## src/rtl/dvn_pkg.sv

```systemverilog
// Package for the distance-vector node update block.
// Holds widths, cost constants, register and opcode codes, shared types and
// the cost saturation function. No dependencies.
`default_nettype none

package dvn_pkg;

    localparam int NUM_NODES   = 4;
    localparam int NODE_W      = 2;
    localparam int COST_W      = 10;
    localparam int CFG_ADDR_W  = 3;
    localparam int IN_TDATA_W  = 48;
    localparam int OUT_TDATA_W = 48;
    localparam int PKT_CNT_W   = 2;

    typedef logic [NODE_W-1:0]               node_t;
    typedef logic [COST_W-1:0]               cost_t;
    typedef cost_t [NUM_NODES-1:0]           cost_vec_t;
    typedef logic [CFG_ADDR_W-1:0]           cfg_addr_t;

    localparam cost_t COST_INF = cost_t'(999);

    localparam cost_vec_t LINK_RESET = {cost_t'(2), cost_t'(0), cost_t'(1), cost_t'(3)};
    localparam node_t     SELF_RESET = node_t'(2);

    localparam cfg_addr_t REG_SELF_ID  = cfg_addr_t'(0);
    localparam cfg_addr_t REG_LINK_N0  = cfg_addr_t'(1);
    localparam cfg_addr_t REG_LINK_N1  = cfg_addr_t'(2);
    localparam cfg_addr_t REG_LINK_N2  = cfg_addr_t'(3);
    localparam cfg_addr_t REG_LINK_N3  = cfg_addr_t'(4);

    localparam logic OP_INIT   = 1'b0;
    localparam logic OP_UPDATE = 1'b1;

    typedef struct packed {
        logic  load;
        logic  init;
        node_t sender;
        cost_t hop;
    } lane_ctl_t;

    typedef struct packed {
        logic      start;
        node_t     src;
        cost_vec_t mins;
    } adv_req_t;

    function automatic cost_t sat_cost(input logic [COST_W:0] v);
        cost_t r;
        if (v < {1'b0, COST_INF})
        begin
            r = v[COST_W-1:0];
        end
        else
        begin
            r = COST_INF;
        end
        return r;
    endfunction

endpackage

`default_nettype wire

```

## src/rtl/dvn_lane.sv

```systemverilog
// One destination row of the distance table with its update and row minimum.
// Depends on dvn_pkg.
`default_nettype none

module dvn_lane (
    input  wire                  clk,
    input  wire                  rst_n,
    input  dvn_pkg::node_t       lane_id,
    input  dvn_pkg::lane_ctl_t   ctl,
    input  dvn_pkg::cost_t       link_cost,
    input  dvn_pkg::cost_t       adv_cost,
    output dvn_pkg::cost_t       diag,
    output dvn_pkg::cost_t       row_min
);
    import dvn_pkg::*;

    cost_vec_t row_reg;
    cost_vec_t row_next;
    cost_vec_t row_init;
    cost_t     min_lo;
    cost_t     min_hi;

    always_comb
    begin
        for (int v = 0; v < NUM_NODES; v++)
        begin
            row_init[v] = (node_t'(v) == lane_id) ? sat_cost({1'b0, link_cost}) : COST_INF;
        end
    end

    always_comb
    begin
        row_next = row_reg;
        if (ctl.load)
        begin
            if (ctl.init)
            begin
                row_next = row_init;
            end
            else
            begin
                row_next[ctl.sender] = sat_cost({1'b0, ctl.hop} + {1'b0, adv_cost});
            end
        end
    end

    always_ff @(posedge clk or negedge rst_n)
    begin
        if (!rst_n)
        begin
            for (int v = 0; v < NUM_NODES; v++)
            begin
                row_reg[v] <= (node_t'(v) == lane_id) ? LINK_RESET[lane_id] : COST_INF;
            end
        end
        else
        begin
            row_reg <= row_next;
        end
    end

    assign diag    = row_reg[lane_id];
    assign min_lo  = (row_reg[1] < row_reg[0]) ? row_reg[1] : row_reg[0];
    assign min_hi  = (row_reg[3] < row_reg[2]) ? row_reg[3] : row_reg[2];
    assign row_min = (min_hi < min_lo) ? min_hi : min_lo;

endmodule

`default_nettype wire

```

## src/rtl/dvn_merge.sv

```systemverilog
// Merge of the lane minima: holds the current minimum-cost vector and flags
// a change. Depends on dvn_pkg.
`default_nettype none

module dvn_merge (
    input  wire                  clk,
    input  wire                  rst_n,
    input  dvn_pkg::cost_vec_t   lane_min,
    input  wire                  commit,
    output logic                 changed
);
    import dvn_pkg::*;

    cost_vec_t min_vec_reg;
    cost_vec_t min_vec_next;

    always_comb
    begin
        changed = 1'b0;
        for (int d = 0; d < NUM_NODES; d++)
        begin
            if (lane_min[d] != min_vec_reg[d])
            begin
                changed = 1'b1;
            end
        end
    end

    assign min_vec_next = commit ? lane_min : min_vec_reg;

    always_ff @(posedge clk or negedge rst_n)
    begin
        if (!rst_n)
        begin
            min_vec_reg <= '0;
        end
        else
        begin
            min_vec_reg <= min_vec_next;
        end
    end

endmodule

`default_nettype wire

```

## src/rtl/dvn_adv.sv

```systemverilog
// Advertisement sequencer and output register: one packet per node other
// than the source, in increasing node order. Depends on dvn_pkg.
`default_nettype none

module dvn_adv (
    input  wire                                   clk,
    input  wire                                   rst_n,
    input  dvn_pkg::adv_req_t                     req,
    output logic                                  idle,
    output logic                                  m_axis_tvalid,
    input  wire                                   m_axis_tready,
    // src_node[1:0], dst_node[3:2], min_cost_0..3[43:4], zero[47:44]
    output logic [dvn_pkg::OUT_TDATA_W-1:0]       m_axis_tdata,
    output logic                                  m_axis_tlast
);
    import dvn_pkg::*;

    localparam int PAD_W = OUT_TDATA_W - 2 * NODE_W - NUM_NODES * COST_W;
    localparam logic [PKT_CNT_W-1:0] LAST_CNT = PKT_CNT_W'(NUM_NODES - 2);

    logic                 valid_reg;
    logic                 valid_next;
    logic [PKT_CNT_W-1:0] cnt_reg;
    logic [PKT_CNT_W-1:0] cnt_next;
    node_t                src_reg;
    node_t                src_next;
    node_t                dst_reg;
    node_t                dst_next;
    cost_vec_t            mins_reg;
    cost_vec_t            mins_next;
    logic                 last;
    logic                 fire;

    function automatic node_t step_dst(input node_t dst, input node_t self_id);
        node_t n;
        n = node_t'(dst + node_t'(1));
        if (n == self_id)
        begin
            n = node_t'(dst + node_t'(2));
        end
        return n;
    endfunction

    assign last = (cnt_reg == LAST_CNT);
    assign fire = valid_reg && m_axis_tready;
    assign idle = !valid_reg || (fire && last);

    always_comb
    begin
        valid_next = valid_reg;
        cnt_next   = cnt_reg;
        src_next   = src_reg;
        dst_next   = dst_reg;
        mins_next  = mins_reg;
        priority if (req.start && idle)
        begin
            valid_next = 1'b1;
            cnt_next   = '0;
            src_next   = req.src;
            dst_next   = (req.src == node_t'(0)) ? node_t'(1) : node_t'(0);
            mins_next  = req.mins;
        end
        else if (fire && last)
        begin
            valid_next = 1'b0;
        end
        else if (fire)
        begin
            cnt_next = cnt_reg + PKT_CNT_W'(1);
            dst_next = step_dst(dst_reg, src_reg);
        end
        else
        begin
            valid_next = valid_reg;
        end
    end

    always_ff @(posedge clk or negedge rst_n)
    begin
        if (!rst_n)
        begin
            valid_reg <= 1'b0;
            cnt_reg   <= '0;
        end
        else
        begin
            valid_reg <= valid_next;
            cnt_reg   <= cnt_next;
        end
    end

    always_ff @(posedge clk)
    begin
        src_reg  <= src_next;
        dst_reg  <= dst_next;
        mins_reg <= mins_next;
    end

    assign m_axis_tvalid = valid_reg;
    assign m_axis_tlast  = last;
    assign m_axis_tdata  = {{PAD_W{1'b0}}, mins_reg, dst_reg, src_reg};

endmodule

`default_nettype wire

```

## src/rtl/distance_vector_node_update_unit.sv

```systemverilog
// Top level of the distance-vector node update block: configuration
// registers, four table lanes, minimum merge and advertisement sequencer.
// Depends on dvn_pkg, dvn_lane, dvn_merge, dvn_adv.
//
//   channel  | direction | handshake               | content
//   s_axis   | in        | s_axis_tvalid/tready    | tuser opcode, tdata sender and costs
//   m_axis   | out       | m_axis_tvalid/tready    | tdata packet, tlast last packet
//   cfg      | in        | cfg_wr_en               | cfg_addr register, cfg_wdata value
//
// An item updates the four table rows at its accept edge; the next cycle
// merges the row minima and hands the packets to the output register.
// The block takes no new item while one waits in the merge state, and packets
// leave one per cycle while m_axis_tready is high, three per advertisement.
// A busy sequencer holds the merge state of an advertising item until it is free.
// Reset loads the table from the reset link costs and clears the minima.
`default_nettype none

module distance_vector_node_update_unit (
    input  wire                                 clk,
    input  wire                                 rst_n,
    input  wire                                 s_axis_tvalid,
    output logic                                s_axis_tready,
    // sender_node[1:0], adv_cost_0..3[41:2], zero[47:42]
    input  wire  [dvn_pkg::IN_TDATA_W-1:0]      s_axis_tdata,
    // opcode[0]
    input  wire                                 s_axis_tuser,
    output logic                                m_axis_tvalid,
    input  wire                                 m_axis_tready,
    // src_node[1:0], dst_node[3:2], min_cost_0..3[43:4], zero[47:44]
    output logic [dvn_pkg::OUT_TDATA_W-1:0]     m_axis_tdata,
    output logic                                m_axis_tlast,
    input  wire                                 cfg_wr_en,
    input  wire  [dvn_pkg::CFG_ADDR_W-1:0]      cfg_addr,
    input  wire  [dvn_pkg::COST_W-1:0]          cfg_wdata
);
    import dvn_pkg::*;

    localparam logic ST_IDLE  = 1'b0;
    localparam logic ST_MERGE = 1'b1;

    logic      state_reg;
    logic      state_next;
    logic      init_reg;
    logic      init_next;
    node_t     self_id_reg;
    cost_vec_t link_cost_reg;

    logic      in_fire;
    node_t     sender;
    cost_vec_t adv_cost;
    cost_vec_t lane_diag;
    cost_vec_t lane_min;
    lane_ctl_t lane_ctl;
    logic      changed;
    logic      do_adv;
    logic      adv_idle;
    logic      commit;
    adv_req_t  adv_req;

    assign s_axis_tready = (state_reg == ST_IDLE);
    assign in_fire       = s_axis_tvalid && s_axis_tready;
    assign sender        = s_axis_tdata[NODE_W-1:0];
    assign adv_cost      = s_axis_tdata[NODE_W + NUM_NODES*COST_W - 1:NODE_W];

    always_ff @(posedge clk or negedge rst_n)
    begin
        if (!rst_n)
        begin
            self_id_reg   <= SELF_RESET;
            link_cost_reg <= LINK_RESET;
        end
        else if (cfg_wr_en)
        begin
            unique case (cfg_addr)
                REG_SELF_ID: self_id_reg      <= cfg_wdata[NODE_W-1:0];
                REG_LINK_N0: link_cost_reg[0] <= cfg_wdata;
                REG_LINK_N1: link_cost_reg[1] <= cfg_wdata;
                REG_LINK_N2: link_cost_reg[2] <= cfg_wdata;
                REG_LINK_N3: link_cost_reg[3] <= cfg_wdata;
                default: ;
            endcase
        end
    end

    assign lane_ctl.load   = in_fire;
    assign lane_ctl.init   = (s_axis_tuser == OP_INIT);
    assign lane_ctl.sender = sender;
    assign lane_ctl.hop    = lane_diag[sender];

    for (genvar g = 0; g < NUM_NODES; g++)
    begin : g_lane
        dvn_lane u_lane (
            .clk       (clk),
            .rst_n     (rst_n),
            .lane_id   (node_t'(g)),
            .ctl       (lane_ctl),
            .link_cost (link_cost_reg[g]),
            .adv_cost  (adv_cost[g]),
            .diag      (lane_diag[g]),
            .row_min   (lane_min[g])
        );
    end

    assign do_adv = init_reg || changed;
    assign commit = (state_reg == ST_MERGE) && (!do_adv || adv_idle);

    dvn_merge u_merge (
        .clk      (clk),
        .rst_n    (rst_n),
        .lane_min (lane_min),
        .commit   (commit),
        .changed  (changed)
    );

    assign adv_req.start = commit && do_adv;
    assign adv_req.src   = self_id_reg;
    assign adv_req.mins  = lane_min;

    dvn_adv u_adv (
        .clk           (clk),
        .rst_n         (rst_n),
        .req           (adv_req),
        .idle          (adv_idle),
        .m_axis_tvalid (m_axis_tvalid),
        .m_axis_tready (m_axis_tready),
        .m_axis_tdata  (m_axis_tdata),
        .m_axis_tlast  (m_axis_tlast)
    );

    always_comb
    begin
        state_next = state_reg;
        init_next  = init_reg;
        unique case (state_reg)
            ST_IDLE:
            begin
                if (in_fire)
                begin
                    state_next = ST_MERGE;
                    init_next  = (s_axis_tuser == OP_INIT);
                end
            end
            ST_MERGE:
            begin
                if (commit)
                begin
                    state_next = ST_IDLE;
                end
            end
            default: state_next = ST_IDLE;
        endcase
    end

    always_ff @(posedge clk or negedge rst_n)
    begin
        if (!rst_n)
        begin
            state_reg <= ST_IDLE;
            init_reg  <= 1'b0;
        end
        else
        begin
            state_reg <= state_next;
            init_reg  <= init_next;
        end
    end

    a_accept_to_merge: assert property (@(posedge clk) disable iff (!rst_n)
        in_fire |=> (state_reg == ST_MERGE))
        else $error("accepted item did not enter merge");

    a_start_when_free: assert property (@(posedge clk) disable iff (!rst_n)
        adv_req.start |-> adv_idle)
        else $error("advertisement started while sequencer busy");

    a_no_self_packet: assert property (@(posedge clk) disable iff (!rst_n)
        m_axis_tvalid |-> (m_axis_tdata[2*NODE_W-1:NODE_W] != m_axis_tdata[NODE_W-1:0]))
        else $error("packet addressed to its own source");

    a_init_advertises: assert property (@(posedge clk) disable iff (!rst_n)
        (commit && init_reg) |-> adv_req.start)
        else $error("init item without advertisement");

endmodule

`default_nettype wire

```

## config.mk

```make
export PLATFORM = sky130hd
export DESIGN_NAME = distance_vector_node_update_unit
export DESIGN_NICKNAME = d
export VERILOG_FILES = /design/src/rtl/dvn_pkg.sv /design/src/rtl/dvn_lane.sv /design/src/rtl/dvn_merge.sv /design/src/rtl/dvn_adv.sv /design/src/rtl/distance_vector_node_update_unit.sv
export SDC_FILE = /design/constraint.sdc
export NUM_CORES = 1
export LEC_CHECK = 0
export BUFFER_PORTS_ARGS = -buffer_cell sky130_fd_sc_hd__buf_2
export CORE_MARGIN = 4
export CORE_UTILIZATION = 45
export CTS_BUF_LIST = sky130_fd_sc_hd__clkbuf_8
export CTS_CLUSTER_SIZE = 28
export DETAILED_ROUTE_END_ITERATION = 8
export PLACE_DENSITY_LB_ADDON = 0.15
export REMOVE_ABC_BUFFERS = 1
export SLEW_MARGIN = 25
export SYNTH_ARGS = -nofsm -noshare
export SYNTH_HDL_FRONTEND = slang
export SYNTH_SLANG_ARGS = --single-unit
```

## constraint.sdc

```tcl
create_clock -name clk -period 12.1 [get_ports clk]
set_input_delay 1.21 -clock clk [delete_from_list [all_inputs] [get_ports clk]]
set_output_delay 1.21 -clock clk [all_outputs]
set_load 0.03 [all_outputs]
```

==> impl_metrics.env <==
export IMPL_status="finished, final reports clean"
export IMPL_multi_input_comb_area_mm2=0.0126
export IMPL_overflow=0
export IMPL_ys_seq_area_share_pct=35.6
export IMPL_initial_core_util_pct=45.8
export IMPL_crit_chain="inv_1, ha_1, a41oi_1, o31ai_1, o21ai_0, and2_1, ha_1, nand2_1, nor4_1, nand2_1, nand2_1, a21oi_1, o211ai_1, o211ai_1, or4_1, or4_4, o31a_2, buf_4"
export IMPL_drive_gt1_share_pct=16.5
export IMPL_crit_buf_inv=2
export IMPL_ys_flop_type="dfrtp_1"
export IMPL_io_buffers=107
export IMPL_syn_avg_cell_area_um2=8.85
export IMPL_nNetsFinal=2687
export IMPL_placed_area_mm2=0.0224
export IMPL_grt_pass1_wl_um=117000
export IMPL_cts_hold_buf=0
export IMPL_yosysWarnings=0
export IMPL_seq_area_mm2=0.00763
export IMPL_relSlewSlack_pct=24.7
export IMPL_rsz0062_at_grt="no"
export IMPL_ios=118
export IMPL_fin_crit_sh_pct=62.4
export IMPL_fp_coreArea_mm2=0.0468
export IMPL_critPathKind="flip-flop to flip-flop"
export IMPL_cp_end_kind="flip-flop"
export IMPL_first_pass_iters=6
export IMPL_cts_tree="yes"
export IMPL_syn_area_mm2=0.0214
export IMPL_whs_ps=481
export IMPL_syn_inst=2420
export IMPL_cts_buffer_depth=3
export IMPL_crit_fanout=42
export IMPL_tightestPinTransition_ps=1120
export IMPL_ys_ff_latch=291
export IMPL_ant_nets=0
export IMPL_wire_per_inst_um=25.0
export IMPL_via_per_inst=6.57
export IMPL_crit_top_cell="nand2_1"
export IMPL_wl_um=78000
export IMPL_insertion_delay_ps=660
export IMPL_setup_viol=0
export IMPL_drc=0
export IMPL_fp_dieArea_mm2=0.0512
export IMPL_slew_viol_final=0
export IMPL_largest_register_ffs=160
export IMPL_tns_ps=0
export IMPL_place_gp_congestion=0.976
export IMPL_cp_top_family="simple AND/OR/NAND/NOR gates"
export IMPL_clk_pin_slew_ps=60
export IMPL_critPathSlowestCell="or4_4"
export IMPL_layout_commonest_cell="nor2_1"
export IMPL_cp_required_ps=12420
export IMPL_synth_edf_count=44
export IMPL_initialDrtViolationCount=2261
export IMPL_slowest_delay_ps=790
export IMPL_clock_fmax_mhz=133
export IMPL_grt_total_usage_pct=29.7
export IMPL_cts_max_level=2
export IMPL_numClockSinks=291
export IMPL_antenna_found_initial=2
export IMPL_grt_pass1_vias=19200
export IMPL_rows=79
export IMPL_die_h_um=226
export IMPL_fin_worst_skew_ps=15.3
export IMPL_finalHoldViolCount=0
export IMPL_die_w_um=226
export IMPL_root_buffer="clkbuf_8"
export IMPL_yosysUniqueCellTypes=82
export IMPL_start_kind="flip-flop"
export IMPL_grt_max_degree=176
export IMPL_final_area_mm2=0.0236
export IMPL_post_cts_buffers=0
export IMPL_post_route_util_pct=50.4
export IMPL_hpwl_um=56500
export IMPL_synth_async_sr_flop_share_pct=84.9
export IMPL_syn_to_final_growth_pct=9.97
export IMPL_layout_common_cells="197 x nor2_1, 183 x a21oi_1, 183 x inv_1, 153 x nand3_1, 149 x ha_1"
export IMPL_arrival_ps=7870
export IMPL_cts_buffers=53
export IMPL_timing_final_crit_period_ps=7550
export IMPL_cts_repair_resize_count=0
export IMPL_fillers=4506
export IMPL_vias=20500
export IMPL_hp_class="flip-flop to flip-flop"
export IMPL_maxCapViolCount=0
## path summary, 6_finish.rpt
kind | startpoint | to | slack [ps] | cells after the start
worst min-delay path | self_id_reg[0] | u_adv.src_reg[0] | 480 | 0
worst max register to register | g_lane[1].u_lane.row_reg[5] | u_adv.m_axis_tdata[43] | 4550 | 18
worst max-delay path | g_lane[1].u_lane.row_reg[5] | u_adv.m_axis_tdata[43] | 4550 | 18
max in group asynchronous | rst_n | u_merge.min_vec_reg[33] | 10130 | 3
worst min register to register | self_id_reg[0] | u_adv.src_reg[0] | 480 | 0
min in group asynchronous | rst_n | u_merge.min_vec_reg[3] | 530 | 1
## worst reg2reg max path: stages, from the launching register on
cell and delay (ps):
dfstp_2 520, inv_1 90, ha_1 320, a41oi_1 150
o31ai_1 750, o21ai_0 260, and2_1 280, ha_1 310
nand2_1 90, nor4_1 550, nand2_1 580, nand2_1 270
a21oi_1 120, o211ai_1 310, o211ai_1 170, or4_1 670
or4_4 790, o31a_2 580, buf_4 370
## cell type report
cell class / count / area share, %
Antenna cell: 2 / 0.0212
Clock buffer: 66 / 3.86
Clock inverter: 33 / 0.722
Inverter: 165 / 2.63
Multi-Input combinational cell: 1814 / 53.6
Sequential cell: 291 / 32.4
Tap cell: 607 / 3.22
Timing Repair Buffer: 142 / 3.57
## routing by layer
| layer | part of all wire, % | routed length (um) | global-route usage (%) | vias up |
|---|---|---|---|---|
| li1 | - | - | - | 9307 |
| met1 | 43 | 33400 | 41.3 | 10100 |
| met2 | 45 | 34800 | 46.2 | 916 |
| met3 | 8.5 | 6610 | 5.56 | 163 |
| met4 | 4.1 | 3170 | 11.3 | 0 |
| met5 | 0 | 0 | 0 | - |
## per-stage QoR
step,std cells,setup slack [ps]
2_1_floorplan,2270,4180
3_3_place_gp,3018,4580
3_5_place_dp,3018,4630
4_1_cts,3117,4630
5_1_grt,3119,4000
6_report,3120,4550
## Yosys cell counts (9+ instances only)
master | instances | area [um^2]
o21ai_0 | 145 | 726
mux2_2 | 50 | 563
a22oi_1 | 12 | 90.1
a221oi_1 | 19 | 166
a2bb2oi_1 | 9 | 78.8
xor2_1 | 10 | 87.6
a21boi_0 | 13 | 97.6
a31oi_1 | 21 | 131
a41oi_1 | 30 | 263
a211oi_1 | 19 | 143
nor2b_1 | 15 | 93.8
a21o_1 | 25 | 188
and3_1 | 17 | 106
a21oi_1 | 184 | 921
ha_1 | 149 | 1860
a222oi_1 | 40 | 400
xnor2_1 | 26 | 228
mux4_2 | 10 | 225
nor2_1 | 200 | 751
a22o_1 | 15 | 131
o21a_1 | 22 | 165
or4_1 | 12 | 90.1
o311a_1 | 13 | 130
mux2i_1 | 27 | 270
nor3_1 | 41 | 205
clkbuf_1 | 116 | 435
o31a_1 | 10 | 87.6
a32o_1 | 12 | 120
o22a_1 | 19 | 166
o2111ai_1 | 13 | 114
a211o_1 | 9 | 78.8
nand2b_1 | 13 | 81.3
o22ai_1 | 16 | 100
dfrtp_1 | 142 | 3550
a2111oi_0 | 26 | 228
o211ai_1 | 50 | 375
inv_1 | 163 | 612
nand4_1 | 52 | 325
edfxtp_1 | 44 | 1320
buf_1 | 16 | 60.1
nand2_1 | 123 | 462
buf_2 | 16 | 80.1
and2_1 | 66 | 413
nand3_1 | 153 | 766
dfstp_2 | 105 | 2760
## cells by family (layout without fill, tap and decap cells)
kind of cell               after synthesis  after routing  share of synthesized area, %
and+or+nand+nor                        736            736                          16.9
AOI/OAI and AO/OA                      796            796                          26.1
DFF                                    291            291                          35.6
muxes                                   89             89                          5.06
adders and majority gates              153            153                          9.08
buffers and inverters                  318            406                          5.75
xor gates and xnor gates                36             36                          1.47
other                                    1              6                        0.0175
Power is left out: the tool's default activity adds up to more than one toggle a clock period on the data nets, which glitch-free logic cannot reach.
